File: src/sv/rnta_pkg.sv
// Shared types and constants for the radix number to ASCII converter.
// No dependencies; imported by every module of the block.
package rnta_pkg;

  localparam int VALUE_BITS_DEF = 16;
  localparam int RADIX_W        = 5;
  localparam int CHAR_W         = 7;
  localparam int DIGIT_W        = 4;
  // Quotient bits resolved per divider cycle.
  localparam int DIV_BITS       = 4;

  localparam logic [RADIX_W-1:0] RADIX_MIN = 5'd2;
  localparam logic [RADIX_W-1:0] RADIX_MAX = 5'd16;

  localparam logic [CHAR_W-1:0] DIGIT_CHARS [16] = '{
    7'h30, 7'h31, 7'h32, 7'h33, 7'h34, 7'h35, 7'h36, 7'h37,
    7'h38, 7'h39, 7'h41, 7'h42, 7'h43, 7'h44, 7'h45, 7'h46
  };

  localparam int STEP_W = 2;
  typedef logic [STEP_W-1:0] step_t;

  // Microprogram addresses.
  localparam step_t STEP_IDLE = 2'd0;
  localparam step_t STEP_DIV  = 2'd1;
  localparam step_t STEP_PUSH = 2'd2;
  localparam step_t STEP_EMIT = 2'd3;

  typedef enum logic [1:0] {
    WAIT_NONE,
    WAIT_IN,
    WAIT_OUT
  } wait_t;

  typedef enum logic [1:0] {
    ACT_LOAD,
    ACT_DIV,
    ACT_PUSH,
    ACT_EMIT
  } act_t;

  typedef enum logic [1:0] {
    COND_NEVER,
    COND_DIV_MORE,
    COND_QUOT_NZ,
    COND_STACK_MORE
  } cond_t;

  typedef struct packed {
    wait_t wait_on;
    act_t  act;
    cond_t cond;
    step_t target;
  } uword_t;

  // Datapath status back to the sequencer.
  typedef struct packed {
    logic in_go;
    logic out_go;
    logic div_more;
    logic quot_nz;
    logic stack_more;
  } flags_t;

endpackage

File: src/sv/rnta_ucode.sv
// Microcode sequencer: step counter, control ROM and branch logic.
// Depends on rnta_pkg.
module rnta_ucode (
  input  logic              clk,
  input  logic              rst,
  input  rnta_pkg::flags_t  flags,
  output rnta_pkg::uword_t  uword,
  output logic              exec
);
  import rnta_pkg::*;

  localparam uword_t ROM [4] = '{
    '{wait_on: WAIT_IN,   act: ACT_LOAD, cond: COND_NEVER,      target: STEP_IDLE},
    '{wait_on: WAIT_NONE, act: ACT_DIV,  cond: COND_DIV_MORE,   target: STEP_DIV},
    '{wait_on: WAIT_NONE, act: ACT_PUSH, cond: COND_QUOT_NZ,    target: STEP_DIV},
    '{wait_on: WAIT_OUT,  act: ACT_EMIT, cond: COND_STACK_MORE, target: STEP_EMIT}
  };

  step_t step;
  step_t step_next;
  logic  taken;

  assign uword = ROM[step];

  always_comb begin
    unique case (uword.wait_on)
      WAIT_NONE: exec = 1'b1;
      WAIT_IN:   exec = flags.in_go;
      WAIT_OUT:  exec = flags.out_go;
      default:   exec = 1'b0;
    endcase

    unique case (uword.cond)
      COND_NEVER:      taken = 1'b0;
      COND_DIV_MORE:   taken = flags.div_more;
      COND_QUOT_NZ:    taken = flags.quot_nz;
      COND_STACK_MORE: taken = flags.stack_more;
      default:         taken = 1'b0;
    endcase

    // Falling through the last word wraps back to idle.
    if (!exec) begin
      step_next = step;
    end else if (taken) begin
      step_next = uword.target;
    end else begin
      step_next = step + step_t'(1);
    end
  end

  always_ff @(posedge clk) begin
    if (rst) begin
      step <= STEP_IDLE;
    end else begin
      step <= step_next;
    end
  end

endmodule

File: src/sv/rnta_datapath.sv
// Datapath: radix divider (several quotient bits per cycle), digit stack,
// output register. Driven by control words from rnta_ucode; uses rnta_pkg.
module rnta_datapath #(
  parameter int VALUE_BITS = rnta_pkg::VALUE_BITS_DEF
) (
  input  logic                          clk,
  input  logic                          rst,
  input  rnta_pkg::uword_t              uword,
  input  logic                          exec,
  input  logic                          in_valid,
  input  logic [VALUE_BITS-1:0]         value,
  input  logic [rnta_pkg::RADIX_W-1:0]  radix,
  output rnta_pkg::flags_t              flags,
  output logic                          out_valid,
  input  logic                          out_stall,
  output logic [rnta_pkg::CHAR_W-1:0]   character,
  output logic                          last
);
  import rnta_pkg::*;

  localparam int DIV_W     = ((VALUE_BITS + DIV_BITS - 1) / DIV_BITS) * DIV_BITS;
  localparam int DIV_STEPS = DIV_W / DIV_BITS;
  localparam int CNT_W     = $clog2(DIV_STEPS + 1);
  localparam int DEPTH_W   = $clog2(VALUE_BITS + 1);

  logic [DIV_W-1:0]   sh;
  logic [DIV_W-1:0]   sh_next;
  logic [DIGIT_W-1:0] rem;
  logic [DIGIT_W-1:0] rem_next;
  logic [RADIX_W-1:0] rad;
  logic [RADIX_W-1:0] rad_clamped;
  logic [CNT_W-1:0]   cnt;
  logic [DEPTH_W-1:0] depth;
  logic [DIGIT_W-1:0] stk [VALUE_BITS];

  always_comb begin
    if (radix < RADIX_MIN) begin
      rad_clamped = RADIX_MIN;
    end else if (radix > RADIX_MAX) begin
      rad_clamped = RADIX_MAX;
    end else begin
      rad_clamped = radix;
    end
  end

  // Restoring division, DIV_BITS quotient bits per cycle; quotient shifts
  // into the low end of sh as the dividend shifts out the top.
  always_comb begin
    logic [RADIX_W-1:0] t;
    logic               ge;
    rem_next = rem;
    sh_next  = sh;
    for (int i = 0; i < DIV_BITS; i++) begin
      t  = {rem_next, sh_next[DIV_W-1]};
      ge = (t >= rad);
      if (ge) begin
        rem_next = DIGIT_W'(t - rad);
      end else begin
        rem_next = t[DIGIT_W-1:0];
      end
      sh_next = {sh_next[DIV_W-2:0], ge};
    end
  end

  always_ff @(posedge clk) begin
    if (exec) begin
      unique case (uword.act)
        ACT_LOAD: begin
          sh  <= DIV_W'(value);
          rad <= rad_clamped;
          rem <= '0;
          cnt <= CNT_W'(DIV_STEPS);
        end
        ACT_DIV: begin
          sh  <= sh_next;
          rem <= rem_next;
          cnt <= cnt - CNT_W'(1);
        end
        ACT_PUSH: begin
          rem <= '0;
          cnt <= CNT_W'(DIV_STEPS);
        end
        ACT_EMIT: begin
        end
        default: begin
        end
      endcase
    end
  end

  // Digit stack as a shift line; top is always entry 0.
  always_ff @(posedge clk) begin
    if (exec && uword.act == ACT_PUSH) begin
      stk[0] <= rem;
      for (int i = 1; i < VALUE_BITS; i++) begin
        stk[i] <= stk[i-1];
      end
    end else if (exec && uword.act == ACT_EMIT) begin
      for (int i = 0; i < VALUE_BITS - 1; i++) begin
        stk[i] <= stk[i+1];
      end
    end
  end

  always_ff @(posedge clk) begin
    if (rst) begin
      depth <= '0;
    end else if (exec) begin
      unique case (uword.act)
        ACT_LOAD: depth <= '0;
        ACT_PUSH: depth <= depth + DEPTH_W'(1);
        ACT_EMIT: depth <= depth - DEPTH_W'(1);
        default:  depth <= depth;
      endcase
    end
  end

  always_ff @(posedge clk) begin
    if (rst) begin
      out_valid <= 1'b0;
    end else if (exec && uword.act == ACT_EMIT) begin
      out_valid <= 1'b1;
    end else if (!out_stall) begin
      out_valid <= 1'b0;
    end
  end

  always_ff @(posedge clk) begin
    if (exec && uword.act == ACT_EMIT) begin
      character <= DIGIT_CHARS[stk[0]];
      last      <= (depth == DEPTH_W'(1));
    end
  end

  assign flags.in_go      = in_valid;
  assign flags.out_go     = !out_valid || !out_stall;
  assign flags.div_more   = (cnt > CNT_W'(1));
  assign flags.quot_nz    = |sh;
  assign flags.stack_more = (depth > DEPTH_W'(1));

endmodule

File: src/sv/radix_number_to_ascii.sv
// Channel   Handshake            Payload           Moves per transfer
// input     in_valid/in_stall    value, radix      one number to convert
// output    out_valid/out_stall  character, last   one ASCII digit, MSD first
//
// An item takes a load step, then for each of its D digits S = ceil(VALUE_BITS/4)
// divider steps and a push (S = 4 at 16 bits), then one emit step per digit.
// The shared divider, resolving four quotient bits a cycle, sets the pace.
// Synchronous active-high reset returns the sequencer to idle, output empty.
// A new number is taken only when idle; the final digit may still sit in the
// output register then. Output stalls hold the sequencer on the emit step.
module radix_number_to_ascii #(
  parameter int VALUE_BITS = rnta_pkg::VALUE_BITS_DEF
) (
  input  logic                          clk,
  input  logic                          rst,
  input  logic                          in_valid,
  output logic                          in_stall,
  input  logic [VALUE_BITS-1:0]         value,
  input  logic [rnta_pkg::RADIX_W-1:0]  radix,
  output logic                          out_valid,
  input  logic                          out_stall,
  output logic [rnta_pkg::CHAR_W-1:0]   character,
  output logic                          last
);
  import rnta_pkg::*;

  uword_t uword;
  flags_t flags;
  logic   exec;

  assign in_stall = (uword.wait_on != WAIT_IN);

  rnta_ucode u_ucode (
    .clk   (clk),
    .rst   (rst),
    .flags (flags),
    .uword (uword),
    .exec  (exec)
  );

  rnta_datapath #(
    .VALUE_BITS (VALUE_BITS)
  ) u_datapath (
    .clk       (clk),
    .rst       (rst),
    .uword     (uword),
    .exec      (exec),
    .in_valid  (in_valid),
    .value     (value),
    .radix     (radix),
    .flags     (flags),
    .out_valid (out_valid),
    .out_stall (out_stall),
    .character (character),
    .last      (last)
  );

endmodule

File: config.mk
export PLATFORM = sky130hd
export DESIGN_NAME = radix_number_to_ascii
export DESIGN_NICKNAME = d
export VERILOG_FILES = /design/src/sv/rnta_pkg.sv /design/src/sv/rnta_ucode.sv /design/src/sv/rnta_datapath.sv /design/src/sv/radix_number_to_ascii.sv
export SDC_FILE = /design/constraint.sdc
export NUM_CORES = 1
export LEC_CHECK = 0
export CAP_MARGIN = 5
export CORE_MARGIN = 1
export CORE_UTILIZATION = 45
export DETAILED_ROUTE_END_ITERATION = 8
export DONT_BUFFER_PORTS = 1
export PLACE_DENSITY = 0.6
export SLEW_MARGIN = 20
export SYNTH_ARGS = -nofsm -noshare
export SYNTH_HDL_FRONTEND = slang
export SYNTH_HIERARCHICAL = 1
export SYNTH_SLANG_ARGS = --single-unit
File: constraint.sdc
create_clock -name clk -period 4.85 [get_ports clk]
set_input_delay 0.2425 -clock clk [delete_from_list [all_inputs] [get_ports clk]]
set_output_delay 0.2425 -clock clk [all_outputs]
set_load 0.05 [all_outputs]
==> flow_summary.yaml <==
status:
  status: "finished, violations left"
  violations: "negative setup slack"
route:
  drc_errors: 0
  viasPerCell: 5.29
  vias: 3965
  drtIter0Drc: 177
  postRouteAntennaNets: 0
  drt-total-wl_um: 11700
  first_pass_iters: 4
  wl_per_cell_um: 15.6
global_route:
  track_usage_pct: 18.3
  grt_pass1_vias: 3835
  grt_pass1_wl_um: 19000
  antenna_found_initial: 0
  overflow: 0
  grt_max_degree: 64
sta:
  holdWs_ns: 0.0768
  setup_ws_ns: -0.155
  hold_violations: 0
  maxSlewHeadroom_pct: 32.7
  finalCritPeriodShare_pct: 103
  rsz0062_at_grt: "true"
  setup_viol_count_final: 5
  setup_tns_ns: -0.451
  finalClockSkew_ns: 0.00593
  worstMarginPinSlew_ns: 1.00
  report.final.slew_viol_count: 0
  clock.fmax_ghz: 0.200
  period_needed_ns: 5.00
die:
  die_area_um2: 13500
  num_io_pins: 35
  start_util_pct: 46.4
  die_x_um: 116
  die_h_um: 116
  row_count: 41
  core_area_um2: 12700
clock_network:
  cts_tree: "done"
  cts_buffer_depth: 2
  clkLatencyLatePin_ns: 0.34
  cts-root-buf: "clkbuf_16"
  cts_made_buffers: 9
  clock_sinks: 107
  cts.htree.levels: 3
  clkTransAtPathRegs_ns: 0.07
worst_hold_path:
  hold_path.class: "in2reg"
layout:
  fin_area_um2: 7140
  layout-drive-gt1-share_pct: 31.4
  fillerInstances: 1066
  n_antenna_cell: 0
  area_growth_pct: 21.5
  fin_nets: 634
setup_path:
  cp.arrival_ns: 5.08
  end_kind: "flop"
  worstSetupStartpointType: "flop"
  timing_worst_setup_path_type: "reg2reg"
  cp_max_fo: 4
  crit_required_ns: 4.93
placed_design:
  pre_cts_slack_ns: -0.231
  dp_hpwl_um: 7760
  port_buffers: 0
  place_congestion: 0.808
  placed_area_um2: 6440
synth:
  syn_inst: 516
  synth_warnings: 6
  syn_area_per_cell_um2: 11.4
  netlist_area_um2: 5880
  synth_nets: 578
flow_run:
  max_cap_viol_count: 0
final timing paths:
check / start / to / slack [ns] / cells past startpoint
setup / recovery: u_datapath/rem[1] / u_datapath/rem[3] / -0.15 / 23
setup reg to reg: u_datapath/rem[1] / u_datapath/rem[3] / -0.15 / 23
hold reg to reg: u_datapath/stk[0][58] / u_datapath/stk[0][62] / 0.46 / 0
hold / removal: value[5] / u_datapath/sh[5] / 0.08 / 2
layer usage:
layer | vias to the layer above | track usage (%) | part of all wire, %
met5 | - | 0 | 0
met4 | 0 | 6.58 | 1.4
met3 | 11 | 2.85 | 3.0
met2 | 70 | 28.2 | 47
met1 | 1925 | 26.3 | 48
li1 | 1959 | - | -
cell usage in the layout (no fill, tap or decap), drive strengths merged, types with 4 or more instances in the layout:
master,instances
a21oi,16
nor4,4
a211oi,4
and2,4
clkbuf,11
dfxtp,8
mux2,41
nand2,130
a21o,7
ha,33
a311oi,5
edfxtp,99
xnor2,5
nor2,18
nand2b,4
o21ai,18
nor2b,9
a31oi,4
nand3,4
fa,4
inv,31
buf,66
state kept, by name, indices dropped and copies added, names as in the netlist:
name,flops
u_ucode/step,2
u_datapath/out_valid,1
u_datapath/last,1
u_datapath/depth,5
u_datapath/character,6
u_datapath/rem,4
u_datapath/sh,16
u_datapath/rad,5
u_datapath/stk,64
u_datapath/cnt,3
through the flow:
stage,utilization (%),cells
floorplan,-,516
global placement,50.9,714
detailed placement,50.9,714
CTS,55.3,742
global route,56.3,749
finish,56.3,749
cell type report:
class	count	area, µm²	share of cell area (%)
inverters	29	111	1.56
flip-flops and latches	107	3130	43.9
clock inverters	5	36.3	0.508
multi-input cells	357	2890	40.4
well taps	172	215	3.01
clock buffers	11	233	3.26
repair buffers	68	523	7.33
worst max-delay path: stages, from the launching register on:
cell      delay [ns]
edfxtp_1        0.44
ha_4            0.35
nand2_4         0.06
o21ai_4         0.22
a31o_4          0.22
buf_6           0.10
mux2_4          0.31
ha_4            0.17
a21o_4          0.22
a31o_4          0.24
a211oi_4        0.24
nor2_1          0.07
ha_1            0.33
nand2_4         0.07
o21ai_4         0.21
buf_4           0.15
a211oi_2        0.05
or2_2           0.31
ha_4            0.31
o21ai_4         0.08
buf_4           0.14
and3_1          0.19
o221ai_2        0.18
o41ai_2         0.10
repair_timing:
action,in CTS,in global routing
hold endpoints to repair,9,0
cloned,0,0
endpoints found under the setup margin,5,5
hold buffers,2,0
buffers inserted,10,7
gates resized for setup,31,19
pin swaps,21,20
Power is left out: the tool's default activity adds up to more than one toggle a clock period on the data nets, which glitch-free logic cannot reach.
